$ cat src/srcb_pkg.sv
`timescale 1ns / 1ps

package srcb_pkg;

  localparam int MAX_ENTRIES_DEFAULT       = 8;
  localparam int SLOT_COUNT_DEFAULT        = 32;
  localparam int SECTORS_PER_ENTRY_DEFAULT = 16;

  localparam logic [1:0] KIND_ENTRY     = 2'd0;
  localparam logic [1:0] KIND_COMMAND   = 2'd1;
  localparam logic [1:0] KIND_NO_SLOT   = 2'd2;
  localparam logic [1:0] KIND_BAD_COUNT = 2'd3;

  localparam int         ADDR_W               = 3;
  localparam logic       REG_TABLE_BASE       = 1'b0;
  localparam logic [31:0] TABLE_BASE_RESET    = 32'h0020_C000;

  localparam int SECTOR_SHIFT = 9;
  localparam int SLOT_SHIFT   = 8;

  // Reciprocal division of (count - 1) by the sectors per entry.
  localparam int DIV_IN_W  = 13;
  localparam int DIV_SHIFT = 21;
  localparam int RECIP_W   = 22;
  localparam int PROD_W    = DIV_IN_W + RECIP_W;

  typedef struct packed {
    logic load;
    logic calc;
    logic emit_entry;
    logic emit_cmd;
    logic emit_err;
  } ctrl_cmd_t;

  typedef struct packed {
    logic no_slot;
    logic bad_count;
    logic last_entry;
  } dp_status_t;

endpackage

$ cat src/srcb_ctrl.sv
`timescale 1ns / 1ps

module srcb_ctrl (
  input  logic                   clk,
  input  logic                   rst,
  input  logic                   request_valid,
  output logic                   request_ready,
  output logic                   record_valid,
  input  logic                   record_ready,
  input  srcb_pkg::dp_status_t   status,
  output srcb_pkg::ctrl_cmd_t    cmd
);
  import srcb_pkg::*;

  typedef enum logic [2:0] {
    ST_IDLE,
    ST_CHECK,
    ST_ERROR,
    ST_ENTRY,
    ST_COMMAND
  } state_t;

  state_t state;
  logic   out_free;
  logic   any_emit;

  assign out_free      = !record_valid || record_ready;
  assign request_ready = (state == ST_IDLE);

  always_comb begin
    cmd            = '0;
    cmd.load       = (state == ST_IDLE) && request_valid;
    cmd.calc       = (state == ST_CHECK);
    cmd.emit_err   = (state == ST_ERROR) && out_free;
    cmd.emit_entry = (state == ST_ENTRY) && out_free;
    cmd.emit_cmd   = (state == ST_COMMAND) && out_free;
  end

  assign any_emit = cmd.emit_err || cmd.emit_entry || cmd.emit_cmd;

  always_ff @(posedge clk) begin
    if (rst) begin
      state        <= ST_IDLE;
      record_valid <= 1'b0;
    end else begin
      if (any_emit) begin
        record_valid <= 1'b1;
      end else if (record_ready) begin
        record_valid <= 1'b0;
      end
      unique case (state)
        ST_IDLE: begin
          if (request_valid) begin
            state <= ST_CHECK;
          end
        end
        ST_CHECK: begin
          if (status.no_slot || status.bad_count) begin
            state <= ST_ERROR;
          end else begin
            state <= ST_ENTRY;
          end
        end
        ST_ERROR: begin
          if (out_free) begin
            state <= ST_IDLE;
          end
        end
        ST_ENTRY: begin
          if (out_free && status.last_entry) begin
            state <= ST_COMMAND;
          end
        end
        ST_COMMAND: begin
          if (out_free) begin
            state <= ST_IDLE;
          end
        end
        default: begin
          state <= ST_IDLE;
        end
      endcase
    end
  end

endmodule

$ cat src/srcb_datapath.sv
`timescale 1ns / 1ps

module srcb_datapath #(
  parameter int MAX_ENTRIES       = srcb_pkg::MAX_ENTRIES_DEFAULT,
  parameter int SLOT_COUNT        = srcb_pkg::SLOT_COUNT_DEFAULT,
  parameter int SECTORS_PER_ENTRY = srcb_pkg::SECTORS_PER_ENTRY_DEFAULT
) (
  input  logic                  clk,
  input  srcb_pkg::ctrl_cmd_t   cmd,
  output srcb_pkg::dp_status_t  status,
  input  logic [31:0]           command_table_base,
  input  logic [47:0]           start_lba,
  input  logic [15:0]           sector_count,
  input  logic [31:0]           buffer_base,
  input  logic [31:0]           active_slots,
  input  logic [31:0]           issued_slots,
  output logic [1:0]            record_kind,
  output logic [4:0]            slot,
  output logic [31:0]           table_address,
  output logic [2:0]            entry_index,
  output logic [31:0]           segment_address,
  output logic [16:0]           byte_count,
  output logic                  interrupt_on_done,
  output logic [3:0]            entry_total,
  output logic [47:0]           fis_lba,
  output logic [15:0]           fis_sector_count,
  output logic                  last
);
  import srcb_pkg::*;

  localparam int          CNT_W       = $clog2(MAX_ENTRIES + 1);
  localparam logic [15:0] MAX_COUNT   = 16'(MAX_ENTRIES * SECTORS_PER_ENTRY);
  localparam logic [31:0] ENTRY_BYTES = 32'(SECTORS_PER_ENTRY * (1 << SECTOR_SHIFT));
  localparam logic [RECIP_W-1:0] DIV_RECIP =
    RECIP_W'(((1 << DIV_SHIFT) + SECTORS_PER_ENTRY - 1) / SECTORS_PER_ENTRY);

  logic [47:0]           lba_q;
  logic [15:0]           count_q;
  logic [31:0]           buf_q;
  logic [SLOT_COUNT-1:0] busy_q;
  logic [4:0]            slot_q;
  logic [31:0]           taddr_q;
  logic [PROD_W-1:0]     prod_q;
  logic [CNT_W-1:0]      idx_q;
  logic [31:0]           seg_q;
  logic [15:0]           remain_q;

  logic [4:0]            slot_c;
  logic                  found_c;
  logic [DIV_IN_W-1:0]   count_m1;
  logic [CNT_W-1:0]      total_c;
  logic                  last_c;

  always_comb begin
    slot_c  = '0;
    found_c = 1'b0;
    for (int i = SLOT_COUNT - 1; i >= 0; i--) begin
      if (!busy_q[i]) begin
        slot_c  = 5'(i);
        found_c = 1'b1;
      end
    end
  end

  assign count_m1 = DIV_IN_W'(count_q - 16'd1);
  assign total_c  = CNT_W'(prod_q[PROD_W-1:DIV_SHIFT]) + CNT_W'(1);
  assign last_c   = (idx_q == total_c - CNT_W'(1));

  assign status.no_slot    = !found_c;
  assign status.bad_count  = (count_q == 16'd0) || (count_q > MAX_COUNT);
  assign status.last_entry = last_c;

  always_ff @(posedge clk) begin
    if (cmd.load) begin
      lba_q   <= start_lba;
      count_q <= sector_count;
      buf_q   <= buffer_base;
      busy_q  <= SLOT_COUNT'(active_slots | issued_slots);
    end
    if (cmd.calc) begin
      slot_q   <= slot_c;
      taddr_q  <= command_table_base + (32'(slot_c) << SLOT_SHIFT);
      prod_q   <= PROD_W'(count_m1) * PROD_W'(DIV_RECIP);
      idx_q    <= '0;
      seg_q    <= buf_q;
      remain_q <= count_q;
    end
    if (cmd.emit_entry) begin
      record_kind       <= KIND_ENTRY;
      slot              <= slot_q;
      table_address     <= taddr_q;
      entry_index       <= 3'(idx_q);
      segment_address   <= seg_q;
      byte_count        <= last_c ? 17'({remain_q, {SECTOR_SHIFT{1'b0}}})
                                  : 17'(ENTRY_BYTES);
      interrupt_on_done <= !last_c;
      entry_total       <= 4'(total_c);
      fis_lba           <= '0;
      fis_sector_count  <= '0;
      last              <= 1'b0;
      idx_q             <= idx_q + CNT_W'(1);
      seg_q             <= seg_q + ENTRY_BYTES;
      remain_q          <= remain_q - 16'(SECTORS_PER_ENTRY);
    end
    if (cmd.emit_cmd) begin
      record_kind       <= KIND_COMMAND;
      slot              <= slot_q;
      table_address     <= taddr_q;
      entry_index       <= '0;
      segment_address   <= '0;
      byte_count        <= '0;
      interrupt_on_done <= 1'b0;
      entry_total       <= 4'(total_c);
      fis_lba           <= lba_q;
      fis_sector_count  <= count_q;
      last              <= 1'b1;
    end
    if (cmd.emit_err) begin
      record_kind       <= found_c ? KIND_BAD_COUNT : KIND_NO_SLOT;
      slot              <= '0;
      table_address     <= '0;
      entry_index       <= '0;
      segment_address   <= '0;
      byte_count        <= '0;
      interrupt_on_done <= 1'b0;
      entry_total       <= '0;
      fis_lba           <= '0;
      fis_sector_count  <= '0;
      last              <= 1'b1;
    end
  end

endmodule

$ cat src/sata_read_command_builder_unit.sv
// A request is registered when accepted; the check state then picks the slot and the entry count.
// Throughput: one record per cycle while the output is not stalled, the entries first and then the
// command record; an error request gives a single error record.
// A new request is taken as soon as the final record sits in the output register.
// Reset is synchronous; the table base register returns to 0x20C000.
`timescale 1ns / 1ps

module sata_read_command_builder_unit #(
  parameter int MAX_ENTRIES       = srcb_pkg::MAX_ENTRIES_DEFAULT,
  parameter int SLOT_COUNT        = srcb_pkg::SLOT_COUNT_DEFAULT,
  parameter int SECTORS_PER_ENTRY = srcb_pkg::SECTORS_PER_ENTRY_DEFAULT
) (
  input  logic                        clk,
  input  logic                        rst,
  input  logic                        psel,
  input  logic                        penable,
  input  logic                        pwrite,
  input  logic [srcb_pkg::ADDR_W-1:0] paddr,
  input  logic [31:0]                 pwdata,
  output logic [31:0]                 prdata,
  output logic                        pready,
  input  logic                        request_valid,
  output logic                        request_ready,
  input  logic [47:0]                 start_lba,
  input  logic [15:0]                 sector_count,
  input  logic [31:0]                 buffer_base,
  input  logic [31:0]                 active_slots,
  input  logic [31:0]                 issued_slots,
  output logic                        record_valid,
  input  logic                        record_ready,
  output logic [1:0]                  record_kind,
  output logic [4:0]                  slot,
  output logic [31:0]                 table_address,
  output logic [2:0]                  entry_index,
  output logic [31:0]                 segment_address,
  output logic [16:0]                 byte_count,
  output logic                        interrupt_on_done,
  output logic [3:0]                  entry_total,
  output logic [47:0]                 fis_lba,
  output logic [15:0]                 fis_sector_count,
  output logic                        last
);
  import srcb_pkg::*;

  logic [31:0] command_table_base;
  logic        reg_index;
  ctrl_cmd_t   cmd;
  dp_status_t  status;

  assign pready    = 1'b1;
  assign reg_index = paddr[ADDR_W-1];
  assign prdata    = (reg_index == REG_TABLE_BASE) ? command_table_base : 32'd0;

  always_ff @(posedge clk) begin
    if (rst) begin
      command_table_base <= TABLE_BASE_RESET;
    end else if (psel && penable && pwrite && pready && reg_index == REG_TABLE_BASE) begin
      command_table_base <= pwdata;
    end
  end

  srcb_ctrl u_ctrl (
    .clk           (clk),
    .rst           (rst),
    .request_valid (request_valid),
    .request_ready (request_ready),
    .record_valid  (record_valid),
    .record_ready  (record_ready),
    .status        (status),
    .cmd           (cmd)
  );

  srcb_datapath #(
    .MAX_ENTRIES       (MAX_ENTRIES),
    .SLOT_COUNT        (SLOT_COUNT),
    .SECTORS_PER_ENTRY (SECTORS_PER_ENTRY)
  ) u_datapath (
    .clk                (clk),
    .cmd                (cmd),
    .status             (status),
    .command_table_base (command_table_base),
    .start_lba          (start_lba),
    .sector_count       (sector_count),
    .buffer_base        (buffer_base),
    .active_slots       (active_slots),
    .issued_slots       (issued_slots),
    .record_kind        (record_kind),
    .slot               (slot),
    .table_address      (table_address),
    .entry_index        (entry_index),
    .segment_address    (segment_address),
    .byte_count         (byte_count),
    .interrupt_on_done  (interrupt_on_done),
    .entry_total        (entry_total),
    .fis_lba            (fis_lba),
    .fis_sector_count   (fis_sector_count),
    .last               (last)
  );

endmodule

$ cat config.mk
export PLATFORM = sky130hd
export DESIGN_NAME = sata_read_command_builder_unit
export DESIGN_NICKNAME = d
export VERILOG_FILES = /design/src/srcb_pkg.sv /design/src/srcb_ctrl.sv /design/src/srcb_datapath.sv /design/src/sata_read_command_builder_unit.sv
export SDC_FILE = /design/constraint.sdc
export NUM_CORES = 1
export LEC_CHECK = 0
export BUFFER_PORTS_ARGS = -buffer_cell sky130_fd_sc_hd__buf_4
export CAP_MARGIN = 20
export CORE_MARGIN = 5
export CORE_UTILIZATION = 56
export CTS_CLUSTER_SIZE = 20
export DETAILED_ROUTE_END_ITERATION = 8
export PLACE_DENSITY = 0.83
export SYNTH_ARGS = -nofsm -noshare
export SYNTH_HDL_FRONTEND = slang
export SYNTH_SLANG_ARGS = --single-unit
$ cat constraint.sdc
create_clock -name clk -period 13.6 [get_ports clk]
set_input_delay 2.04 -clock clk [delete_from_list [all_inputs] [get_ports clk]]
set_output_delay 2.04 -clock clk [all_outputs]
set_load 0.01 [all_outputs]
Word level (Yosys, flattened, before mapping)
Cells that the tools add are included.
{"block": "classes", "n_addsub": 7, "n_lt_le_gt_ge": 1, "eq_ne": 8, "n_mux": 93, "n_bitwise": 2, "reduce_logical": 25}
{"op": "$mux W5", "n": 34}
{"op": "$mux W32", "n": 5}
{"op": "$mux W48", "n": 2}
{"op": "$mux W16", "n": 4}
{"op": "$mux W1", "n": 36}
{"op": "$add A32 B13 Y32", "n": 1}
{"op": "$add A32 B14 Y32 const B", "n": 1}
{"op": "$or A32 B32 Y32", "n": 1}
{"op": "$mux W17", "n": 1}
{"op": "$gt A16 B8 Y1 const B", "n": 1}
{"op": "$logic_not A16 Y1", "n": 1}
{"op": "$mux W4", "n": 4}
{"op": "$sub A16 B5 Y16 const B", "n": 1}
{"op": "$pmux W3 S4", "n": 1}
{"op": "$mux W3", "n": 3}
{"op": "$add A4 B1 Y4 const B", "n": 2}
{"op": "$logic_and A1 B1 Y1", "n": 8}
{"op": "$sub A8 B1 Y8 const B", "n": 1}
{"op": "$eq A3 B2 Y1 const B", "n": 2}
{"op": "$mux W2", "n": 3}
{"op": "$reduce_bool A2 Y1", "n": 3}
{"op": "$logic_or A1 B1 Y1", "n": 5}
{"op": "$eq A4 B4 Y1", "n": 1}
{"op": "$ne A2 B2 Y1 const B", "n": 2}
{"op": "10 further kinds", "n": 13}
{"block": "word_totals", "reg_bits": 422, "input_bits": 202, "out_inout_bits": 196, "elab_cells": 160}

Depth between registers and ports, before layout
Gate-level depths: netlist of run 1.
{"block": "depth", "depth_word": 36, "depth_mapped": 15, "mapped_depth_nobuf": 15}

By module
From an unflattened synthesis of run 1, not the netlist that was laid out.
{"block": "unflattened", "cells_unflattened": 1228, "hier_area_um2": 15399.8}
{"module": "srcb_datapath", "n_inst": 1, "cells_each": 1024, "area_each_um2": 13491.7}
{"module": "sata_read_command_builder_unit", "n_inst": 1, "cells_each": 177, "area_each_um2": 1682.9}
{"module": "srcb_ctrl", "n_inst": 1, "cells_each": 27, "area_each_um2": 225.2}

Worst setup path before layout of run 1
OpenSTA, ideal clock, no wires.
{"block": "synth_timing", "kind": "input -> register", "from": "input port request_valid", "to": "register u_datapath.buf_q[0] (enable)", "setup_ps": 502, "arrival_ps": 4973, "t_required_ps": 13098, "path_slack_ps": 8125, "stages": 1, "cell_sequence": "and2_1"}
{"block": "synth_between", "elab_chain_cells": 1}
{"element": "start, declared", "line_no": "sata_read_command_builder_unit.sv:22", "text": "input logic request_valid,"}
{"element": "$logic_and A1 B1 Y1", "line_no": "srcb_ctrl.sv:32", "text": "cmd.load = (state == ST_IDLE) && request_valid;"}
{"element": "end signal, assigned", "line_no": "srcb_datapath.sv:77", "text": "buf_q <= buffer_base;"}
{"element": "end, declared", "line_no": "srcb_datapath.sv:39", "text": "logic [31:0] buf_q;"}
Every way passes these cells.
A chain may end at the register's enable or synchronous reset.

Worst setup path after layout of run 1
{"block": "layout_timing", "from": "input port paddr[2] (netlist name)", "to": "output port prdata[24]"}
{"block": "layout_between", "elab_chain_cells": 1}
{"element": "start, declared", "line_no": "sata_read_command_builder_unit.sv:18", "text": "input logic [srcb_pkg::ADDR_W-1:0] paddr,"}
{"element": "$mux W32", "line_no": "sata_read_command_builder_unit.sv:52", "text": "assign prdata = (reg_index == REG_TABLE_BASE) ? command_table_base : 32'd0;"}
{"element": "end, declared", "line_no": "sata_read_command_builder_unit.sv:20", "text": "output logic [31:0] prdata,"}
Every way passes these cells.

==> impl_metrics.csv, run 1 <==
group,metric,value,unit
detailed_routing,drc_errors,0,
clock_network,post_cts_resized,0,
synth,yosys-top-cells-area,"edfxtp_1, dfxtp_1, nand2_1",
critical_path,cp_cell_sequence,"buf_4 > nor2b_1 > buf_4",
critical_path,path_delay_family,"buffers and inverters",
critical_path,required,11.56,ns
run_status,outcome,"completed",
synth,synth.top_cell.area_share,0.4328,
power,p_int,2.394,mW
clock_network,cts.sinks,401,
sta,period_needed,4.639,ns
clock_network,cts_root_buf,"clkbuf_16",
synth,avgSynthCellArea,11.85,µm²
critical_path,endpoint_kind,"primary output",
critical_path,arrival,2.60,ns
clock_network,clockBufferDepth,3,
power,sequentialPowerShare,0.485,
synth,synth-main-ff-cell,"edfxtp_1",
sta,slew_headroom,0.3176,
sta,drv_slew,0,
grt,grt_first_pass_wirelength,59860,µm
critical_path,r2r_cells,15,
sta,worst_slew_pin_slew,1.024,ns
sta,fmax,0.2156,GHz
synth,ys_top_cells_by_count,"edfxtp_1, dfxtp_1, nand2_1",
detailed_routing,drtPass1Iterations,5,
clock_network,holdBufCountCts,0,
sta,finalSetupTns,0,ns
synth,yosys_warnings,0,
power,p_switching,0.8113,mW
min_path,hold_depth,0,
critical_path,r2r_setup_slack,10.15,ns
synth,netlist-cell-type-count,51,
min_path,worstHoldPathType,"reg -> reg",
power,power_frac_comb,0.156,
detailed_routing,routedWlPerCell,19.40,µm
detailed_routing,via_per_inst,5.512,
grt,antenna_found_initial,0,
synth,synth-edff-count,215,
critical_path,cp_max_fo,34,
power,totalPowerFinal,3.206,mW
grt,overflow,0,
placement,gp_congestion,0.8947,
floorplanning,core_area,26130,µm²
sta,clock_skew,0.01582,ns
clock_network,cts_tree,"done",
sta,period_share,0.3411,
detailed_routing,vias,11030,
critical_path,regToRegStartpoint,"u_datapath.busy_q[30]$_DFFE_PP_",
critical_path,cpMaxStageDelayCell,"buf_4",
detailed_routing,drtIter0Drc,989,
clock_network,clk_pin_slew,0.06,ns
placement,dp_hpwl,26360,µm
placement,port_buffers,385,
critical_path,cp-start-kind,"input port",
final_layout,final-seq-area,10180,µm²
power,irDropWorstVdd,0.1244,mV
floorplanning,fp.dieW,173.2,µm
final_layout,multi_input_area,4427,µm²
floorplanning,die-area,30000,µm²
detailed_routing,drt-total-wl,38820,µm
power,p_sw_frac,0.2531,
sta,rsz0062_at_grt,"no",
min_path,min_from,"command_table_base[7]$_SDFFE_PP0P_",
clock_network,numCtsBuffers,41,
final_layout,fillers,1671,
synth,synth_area,14920,µm²
critical_path,crit_path_max_incr_delay,0.29,ns
critical_path,crit_type,"in -> out",
power,cellPowerDensity,164.1,nW/µm²
power,p_clk_frac,0.360,
synth,synthArstFlopShare,0,
final_layout,drive_gt1_frac,0.3091,
clock_network,clock_latency,0.52,ns
sta,setup_viol,0,
critical_path,r2r_end,"u_datapath.taddr_q[20]$_DFFE_PP_",
synth,yosysMostFrequentCell,"edfxtp_1",
critical_path,crit_top_cell,"buf_4",
floorplanning,ioPinCount,398,
clock_network,htreeDepth,2,
synth,synth_seq_cells,401,
floorplanning,initial_core_util,0.5708,
synth,yosysTopAreaCell,"edfxtp_1",
critical_path,cp.buffers_inverters,2,
grt,grt_start_max_net_pins,104,
floorplanning,fp-row-count,59,
final_layout,syn2layout_area_growth,30.96,%
sta,hold_violations,0,
clock_network,post_cts_buffers,0,
grt,grt.total_usage,0.2487,
final_layout,insertedDiodeCount,0,
run,max_cap_violations,0,
final_layout,final_nets,1846,
grt,grt_pass1_vias,11120,
min_path,hold_end,"u_datapath.taddr_q[7]$_DFFE_PP_",
detailed_routing,drtAntennaViolNets,0,
floorplanning,die_y,173.2,µm
power,leakage,7.958,nW
synth,synth_cells,1259,
synth,yosysSeqAreaShare,0.6825,
-- cells in the final DEF (no fill, tap or decap), types with 4 or more instances in the layout --
cell type  instances
and2_1            20
a22o_2             7
or2_2             32
nor2_1           102
a31oi_1            4
conb_1            10
clkbuf_16         43
ha_1               9
nor2b_1           37
and4_1             7
o21ai_0           34
dfxtp_1          186
nand2b_1           6
a21oi_1          112
nor4_1             4
and3_1             6
edfxtp_1         215
buf_4            396
clkinv_2           9
xnor2_1           31
inv_1             16
nand3_1           16
bufinv_16          5
xor2_1            21
clkbuf_8           4
clkbuf_1           7
a22o_1            66
nand2_1          186
nand4_1           19
nor3_1             7
nand3b_1           4
-- cell families (layout without fill, tap and decap cells) --
family	after synthesis	after routing	synth area share
XOR/XNOR	53	53	0.03213
other	2	10	0.0005035
adder cells (fa/ha/maj)	10	10	0.008892
AND/OR/NAND/NOR	459	459	0.1452
buffers and inverters	91	490	0.02651
flip-flops	401	401	0.6825
AO/OA/AOI/OAI	243	243	0.1043
-- routing by layer --
layer | vias up | wire length [µm] | track usage
met4 | 0 | 1471 | 0.09378
met1 | 5289 | 14540 | 0.2933
li1 | 5160 | - | -
met5 | - | 0 | 0
met2 | 486 | 19880 | 0.4428
met3 | 95 | 2930 | 0.05939
-- per-stage QoR --
step	instance area (µm²)	worst slack (ns)	std cells	hold WS [ns]	utilization
after detailed placement	18110	8.977	1925	0.4349	0.6929
final	19530	8.961	2001	0.4520	0.7475
after global placement	18060	8.443	1923	0.4357	0.6910
after CTS	19510	8.969	2000	0.4510	0.7464
after floorplan	14950	8.125	1267	0.4223	-
after global routing	19530	8.915	2001	0.4555	0.7475
-- final cells by class --
cell class                      instances  share of cell area
Sequential cell                       401              0.5211
Multi-Input combinational cell        775              0.2266
Timing Repair Buffer                  399              0.1560
Clock buffer                           54             0.05925
Tap cell                              335             0.02146
Clock inverter                         21             0.01243
Inverter                               16            0.003075
-- sequential cells by signal, summed over array words and instances (netlist names), 16 cells and up --
register and count:
u_datapath.fis_lba 48, u_datapath.lba_q 48, command_table_base 32, u_datapath.buf_q 32, u_datapath.busy_q 32, u_datapath.seg_q 32
u_datapath.segment_address 32, u_datapath.table_address 32, u_datapath.taddr_q 32, u_datapath.count_q 16, u_datapath.fis_sector_count 16
-- power by group through the flow --
stage | Combinational [mW] | Sequential [mW] | Clock, mW
2_1_floorplan | 0.186 | 1.60 | 0
3_3_place_gp | 0.484 | 1.57 | 0
3_5_place_dp | 0.499 | 1.58 | 0
4_1_cts | 0.505 | 1.55 | 1.17
5_1_grt | 0.543 | 1.57 | 1.22
6_report | 0.499 | 1.55 | 1.15
-- how the worst max path moves through the flow --
stage	from	end	slack, ns	depth (start not counted)
floorplan	request_valid	u_datapath.buf_q[0]$_DFFE_PP_	8.13	1
global placement	record_ready	u_datapath.byte_count[9]$_SDFFE_PP0P_	8.44	7
detailed placement	paddr[2]	prdata[24]	8.98	3
CTS	paddr[2]	prdata[3]	8.97	3
global route	paddr[2]	prdata[13]	8.91	3
finish	paddr[2]	prdata[24]	8.96	3
(Power assumes the default switching activity.)
==> inputs of run 2 (changes only) <==
ABC_AREA = 1   (was default)
CORE_UTILIZATION = 52   (was 56)
PLACE_DENSITY = 0.78   (was 0.83)
clock period = 4.9 ns   (was 13.6 ns; I/O delays follow)
==> run 2 against run 1 <==
Net effect: sequential power grew to 3.5 times the previous value; setup slack worse by 8.4 ns; count of clock-buffer cells in the layout is 9 higher; total power grew to 3.8 times the previous value; clock power grew to 2.6 times the previous value; sequential cell count stayed put; die area is 7.9% higher; synthesized cell count is 8.1% higher; wire length is 0.40% higher; worst hold slack worse by 0.080 ns; combinational power grew to 7.3 times the previous value; critical path type is now reg -> reg; critical endpoint is now u_datapath.taddr_q[30]$_DFFE_PP_; largest power group unchanged; highest routed layer is now met5.
==> impl_metrics.csv, run 2 <==
group,metric,value,unit
sta,period_share,0.8842,
sta,fin_ws,0.5674,ns
synth,synth-simple-area-share,0.1343,
clock_network,holdBufCountCts,0,
critical_path,arrival,4.60,ns
sta,drv_slew,0,
critical_path,regToRegStartpoint,"u_datapath.busy_q[31]$_DFFE_PP_",
detailed_routing,drc_errors,0,
synth,synth-xor-area-share,0.01983,
power,totalPowerFinal,12.15,mW
power,leakage,8.281,nW
placement,dp_hpwl,27080,µm
detailed_routing,vias,11400,
floorplanning,fp.dieW,179.9,µm
synth,yosysMostFrequentCell,"edfxtp_1",
grt,grt_pass1_vias,11320,
sta,clock_skew,0.01606,ns
synth,yosysTopAreaCell,"edfxtp_1",
synth,netlist-cell-type-count,40,
final_layout,fin_cells,2165,
synth,synth_cells,1361,
min_path,hold_depth,2,
synth,synthArstFlopShare,0,
synth,synth.top_cell.area_share,0.4300,
clock_network,cts_root_buf,"clkbuf_16",
critical_path,endpoint_kind,"flip-flop",
sta,worst_slew_pin_slew,0.9959,ns
critical_path,required,5.17,ns
clock_network,clk_pin_slew,0.06,ns
detailed_routing,drtIter0Drc,945,
critical_path,cp_max_fo,3,
detailed_routing,drtPass1Iterations,5,
run,max_cap_violations,0,
placement,port_buffers,385,
critical_path,r2r_end,"u_datapath.taddr_q[30]$_DFFE_PP_",
power,cellPowerDensity,616.9,nW/µm²
synth,synth_compound_area_frac,0.1088,
final_layout,drive_gt1_frac,0.3026,
grt,grt.total_usage,0.2292,
synth,synth_seq_cells,401,
final_layout,final_core_util,0.6878,
sta,slew_headroom,0.3353,
critical_path,cpMaxStageDelayCell,"edfxtp_1",
synth,synth_area,15010,µm²
final_layout,design_area,19690,µm²
sta,fin_hold_ws,0.3721,ns
critical_path,crit_top_cell,"nand2_1",
floorplanning,fp-row-count,62,
clock_network,htreeDepth,2,
floorplanning,die-area,32370,µm²
final_layout,syn2layout_area_growth,31.14,%
placement,gp_congestion,0.8689,
run_status,outcome,"completed",
detailed_routing,via_per_inst,5.266,
final_layout,fillers,2115,
floorplanning,ioPinCount,398,
critical_path,crit_type,"reg -> reg",
synth,synth-main-ff-cell,"edfxtp_1",
sta,rsz0062_at_grt,"yes",
sta,hold_violations,0,
sta,finalSetupTns,0,ns
critical_path,r2r_setup_slack,0.57,ns
power,irDropWorstVdd,0.3895,mV
detailed_routing,drtAntennaViolNets,0,
floorplanning,initial_core_util,0.5245,
synth,synthMuxAreaShare,0,
placement,placed_cell_area,18250,µm²
critical_path,r2r_cells,45,
floorplanning,die_y,179.9,µm
clock_network,cts.sinks,401,
clock_network,numCtsBuffers,42,
grt,grt_start_max_net_pins,80,
synth,yosys_warnings,0,
synth,ys_top_cells_by_count,"edfxtp_1, nand2_1, dfxtp_1",
final_layout,layout_commonest_cell,"buf_4",
detailed_routing,routedWlPerCell,18.00,µm
floorplanning,core_area,28630,µm²
detailed_routing,drt-total-wl,38980,µm
clock_network,clockBufferDepth,3,
grt,antenna_found_initial,4,
synth,yosysSeqAreaShare,0.6781,
synth,synth_fa_ha_area_frac,0.008834,
sta,period_needed,4.333,ns
synth,synth_top_family_by_area,"simple AND/OR/NAND/NOR gates",
critical_path,crit_path_max_incr_delay,0.40,ns
min_path,worstHoldPathType,"in -> reg",
clock_network,cts_tree,"done",
sta,setup_viol,0,
critical_path,cp-start-kind,"flip-flop",
grt,grt_first_pass_wirelength,60090,µm
synth,synth-edff-count,215,
placement,numPlacedInstances,2076,
sta,fmax,0.2308,GHz
synth,avgSynthCellArea,11.03,µm²
min_path,min_from,"rst",
min_path,hold_end,"u_ctrl.state[1]$_SDFFE_PP0P_",
final_layout,reg_top3,"u_datapath.fis_lba x48, u_datapath.lba_q x48",
clock_network,clock_latency,0.52,ns
grt,overflow,0,
final_layout,final_nets,1957,
synth,yosys-top-cells-area,"edfxtp_1, dfxtp_1, nand2_1",
final_layout,mostFrequentLayoutCells,"buf_4, edfxtp_1, nand2_1",
placement,pre_cts_ws,0.3500,ns
## run 2: cell types whose count changed after synthesis, sizes merged, moves of 27 or more
cell	delta
a22o	-72
a32o	+48
inv	+98
nor2	+42
o21ai	+40
nor2b	-37
nand3	+39
xnor2	-27
## run 2: cell families (layout without fill, tap and decap cells)
family,after synthesis,in the layout
XOR/XNOR,34,34
adder cells (fa/ha/maj),10,10
flip-flops,401,401
AO/OA/AOI/OAI,265,265
AND/OR/NAND/NOR,460,460
other,2,13
buffers and inverters,189,598
## run 2: how the worst max path moves through the flow
stage / startpoint / endpoint / slack [ns]
final: u_datapath.busy_q[31]$_DFFE_PP_ / u_datapath.taddr_q[30]$_DFFE_PP_ / 0.57
after global routing: u_datapath.busy_q[31]$_DFFE_PP_ / u_datapath.taddr_q[30]$_DFFE_PP_ / -0.004
after CTS: u_datapath.busy_q[31]$_DFFE_PP_ / u_datapath.taddr_q[30]$_DFFE_PP_ / 0.28
after detailed placement: u_datapath.busy_q[31]$_DFFE_PP_ / u_datapath.taddr_q[30]$_DFFE_PP_ / 0.35
after global placement: u_datapath.busy_q[31]$_DFFE_PP_ / u_datapath.taddr_q[30]$_DFFE_PP_ / 0.41
after floorplan: u_ctrl.state[0]$_SDFFE_PP0P_ / u_datapath.idx_q[0]$_SDFFCE_PN0P_ / 0.19
## run 2: routing by layer
layer,routed length (µm),GRT usage,up-vias
li1,-,-,5442
met1,14690,0.2811,5400
met2,19620,0.3940,477
met3,3202,0.05477,80
met4,1443,0.08869,2
met5,20,0,-
## run 2: repair_timing
item | 4_1_cts | 5_1_grt
buffers inserted | 0 | 9
endpoints found under the setup margin | 0 | 8
gates resized for setup | 0 | 10
## run 2: critical path: cells and delay by family, from the launching register on
kind / cells / cell delay [ns]
AOI/OAI and AO/OA: 3 / 0.31
buffers and inverters: 3 / 0.21
DFF: 1 / 0.40
xor gates and xnor gates: 1 / 0.16
adders and majority gates: 2 / 0.54
and+or+nand+nor: 36 / 2.46
## run 2: report_power, final
part           switching [mW]  leakage (nW)  internal (mW)
Sequential              0.580          3.54           4.90
Combinational            2.09          4.09           1.56
Clock                    1.26         0.653           1.76
## run 2: cell type report
cell class | instances | area (µm²) | area share
timing repair buffer | 407 | 3068 | 0.1558
inverter | 114 | 429.2 | 0.02180
antenna | 3 | 7.507 | 0.0003813
tap | 384 | 480.5 | 0.02440
multi-input combinational | 779 | 4195 | 0.2131
clock buffer | 63 | 1201 | 0.06101
clock inverter | 14 | 126.4 | 0.006419
sequential | 401 | 10180 | 0.5171
==> inputs of run 3 (changes only) <==
clock period = 4.3 ns   (was 4.9 ns; I/O delays follow)
==> run 3 against run 2 <==
Net effect: largest power group unchanged; sequential share of layout area fell by 0.41 points; clock skew decreased by 0.00089 ns; critical path type unchanged; critical endpoint unchanged; critical path depth rose by 1.
==> impl_metrics.csv, run 3 (synthesis results as in run 2) <==
group,metric,value,unit
run_status,outcome,"completed",
final_layout,insertedDiodeCount,0,
detailed_routing,vias,11420,
final_layout,fin_cells,2170,
placement,dp_hpwl,27690,µm
placement,pre_cts_ws,0.01774,ns
clock_network,cts_tree,"done",
power,cellPowerDensity,705.0,nW/µm²
clock_network,cts.sinks,401,
clock_network,cts_root_buf,"clkbuf_16",
floorplanning,die-area,32370,µm²
clock_network,numCtsBuffers,41,
final_layout,final-seq-area,10180,µm²
power,p_switching,4.457,mW
sta,setup_viol,0,
placement,gp_congestion,0.8849,
grt,grt.total_usage,0.2301,
grt,antenna_found_initial,1,
min_path,hold_end,"u_datapath.lba_q[44]$_DFFE_PP_",
floorplanning,core_area,28630,µm²
final_layout,mostFrequentLayoutCells,"buf_4, edfxtp_1, dfxtp_1",
sta,fin_ws,0.1521,ns
sta,fmax,0.2411,GHz
floorplanning,fp-row-count,62,
floorplanning,fp.dieW,179.9,µm
sta,finalSetupTns,0,ns
power,p_sw_frac,0.3186,
critical_path,r2r_end,"u_datapath.taddr_q[30]$_DFFE_PP_",
critical_path,cp-start-kind,"flip-flop",
final_layout,fillers,2077,
min_path,worstHoldPathType,"in -> reg",
power,p_int,9.534,mW
detailed_routing,drc_errors,0,
final_layout,syn2layout_area_growth,32.19,%
detailed_routing,via_per_inst,5.262,
critical_path,crit_top_cell,"nand2_1",
sta,rsz0062_at_grt,"yes",
critical_path,required,4.56,ns
critical_path,arrival,4.41,ns
floorplanning,ioPinCount,398,
sta,hold_violations,0,
detailed_routing,drtIter0Drc,723,
final_layout,final_nets,1966,
critical_path,cp_max_fo,2,
detailed_routing,drt-total-wl,39250,µm
critical_path,cpMaxStageDelayCell,"edfxtp_1",
placement,port_buffers,385,
critical_path,crit_path_max_incr_delay,0.38,ns
run,max_cap_violations,0,
min_path,min_from,"start_lba[44]",
critical_path,r2r_setup_slack,0.15,ns
placement,numPlacedInstances,2086,
clock_network,clk_pin_slew,0.06,ns
critical_path,r2r_cells,46,
sta,worst_slew_pin_slew,0.9768,ns
floorplanning,initial_core_util,0.5245,
final_layout,drive_gt1_frac,0.3108,
grt,overflow,0,
power,leakage,8.359,nW
detailed_routing,drtPass1Iterations,6,
floorplanning,die_y,179.9,µm
critical_path,regToRegStartpoint,"u_datapath.busy_q[31]$_DFFE_PP_",
final_layout,multi_input_area,4223,µm²
final_layout,layout_commonest_cell,"buf_4",
detailed_routing,drtAntennaViolNets,0,
sta,period_needed,4.148,ns
grt,grt_start_max_net_pins,84,
sta,slew_headroom,0.3488,
power,power_frac_comb,0.298,
power,irDropWorstVdd,0.4736,mV
min_path,hold_depth,1,
grt,grt_first_pass_wirelength,60180,µm
critical_path,crit_type,"reg -> reg",
final_layout,design_area,19850,µm²
clock_network,htreeDepth,2,
clock_network,clock_latency,0.52,ns
sta,fin_hold_ws,0.2915,ns
power,p_clk_frac,0.256,
final_layout,reg_top3,"u_datapath.fis_lba x48, u_datapath.lba_q x48",
clock_network,clockBufferDepth,3,
sta,clock_skew,0.01517,ns
sta,period_share,0.9646,
grt,grt_pass1_vias,11380,
detailed_routing,routedWlPerCell,18.09,µm
placement,placed_cell_area,18330,µm²
power,sequentialPowerShare,0.446,
sta,drv_slew,0,
critical_path,endpoint_kind,"flip-flop",
==> run 3: cell count changes in the layout (fill, tap and decap cells not counted), moves of 3 or more <==
cell      previous run  this run
clkbuf_8             5         8
diode_2              3         0
clkbuf_1            15         7
clkinv_1             2         7
buf_4              406       416
==> run 3: per-layer routing <==
layer | up-vias | part of all wire | GRT usage
li1 | 5462 | - | -
met2 | 483 | 0.51 | 0.4041
met3 | 80 | 0.087 | 0.06346
met1 | 5392 | 0.37 | 0.2708
met4 | 2 | 0.035 | 0.08473
met5 | - | 0.00028 | 0
==> run 3: how the worst max path moves through the flow <==
| stage | start | end | depth (start not counted) |
|---|---|---|---|
| finish | u_datapath.busy_q[31]$_DFFE_PP_ | u_datapath.taddr_q[30]$_DFFE_PP_ | 46 |
| global route | u_datapath.busy_q[31]$_DFFE_PP_ | u_datapath.taddr_q[30]$_DFFE_PP_ | 46 |
| global placement | u_datapath.busy_q[31]$_DFFE_PP_ | u_datapath.taddr_q[30]$_DFFE_PP_ | 46 |
| CTS | u_datapath.busy_q[31]$_DFFE_PP_ | u_datapath.taddr_q[30]$_DFFE_PP_ | 46 |
| floorplan | u_datapath.busy_q[31]$_DFFE_PP_ | u_datapath.taddr_q[30]$_DFFE_PP_ | 45 |
| detailed placement | u_datapath.busy_q[31]$_DFFE_PP_ | u_datapath.taddr_q[30]$_DFFE_PP_ | 46 |
==> run 3: critical path: cells and delay by family, from the launching register on <==
| family | cells | cell delay (ns) |
|---|---|---|
| adder cells (fa/ha/maj) | 2 | 0.57 |
| XOR/XNOR | 1 | 0.15 |
| AND/OR/NAND/NOR | 36 | 2.19 |
| AO/OA/AOI/OAI | 3 | 0.30 |
| buffers and inverters | 4 | 0.32 |
| flip-flops | 1 | 0.38 |
==> run 3: cell type report <==
| type | instances | area share |
|---|---|---|
| multi-input cells | 779 | 0.2128 |
| clock buffers | 59 | 0.06235 |
| repair buffers | 417 | 0.1584 |
| flip-flops and latches | 401 | 0.5130 |
| clock inverters | 16 | 0.007692 |
| well taps | 384 | 0.02421 |
| inverters | 114 | 0.02163 |
==> run 3: power groups by stage <==
stage | Sequential [mW] | Clock, mW | Combinational (mW)
after floorplan | 6.49 | 0 | 1.93
after global routing | 6.38 | 3.80 | 4.55
after CTS | 6.24 | 3.64 | 4.21
final | 6.24 | 3.58 | 4.17
after global placement | 6.24 | 0 | 4.06
after detailed placement | 6.30 | 0 | 4.18
==> run 3: per-stage QoR <==
step	power, mW	utilization
floorplan	8.415	-
global placement	10.30	0.6403
detailed placement	10.48	0.6403
CTS	14.09	0.6890
global route	14.73	0.6933
finish	13.99	0.6933
==> run 3: timing repair <==
item	in CTS	in global routing
endpoints found under the hold margin	0	0
buffers inserted	0	9
hold buffers	0	0
resized for setup	1	16
endpoints found under the setup margin	1	14
gates cloned	0	0
pin swaps	0	8
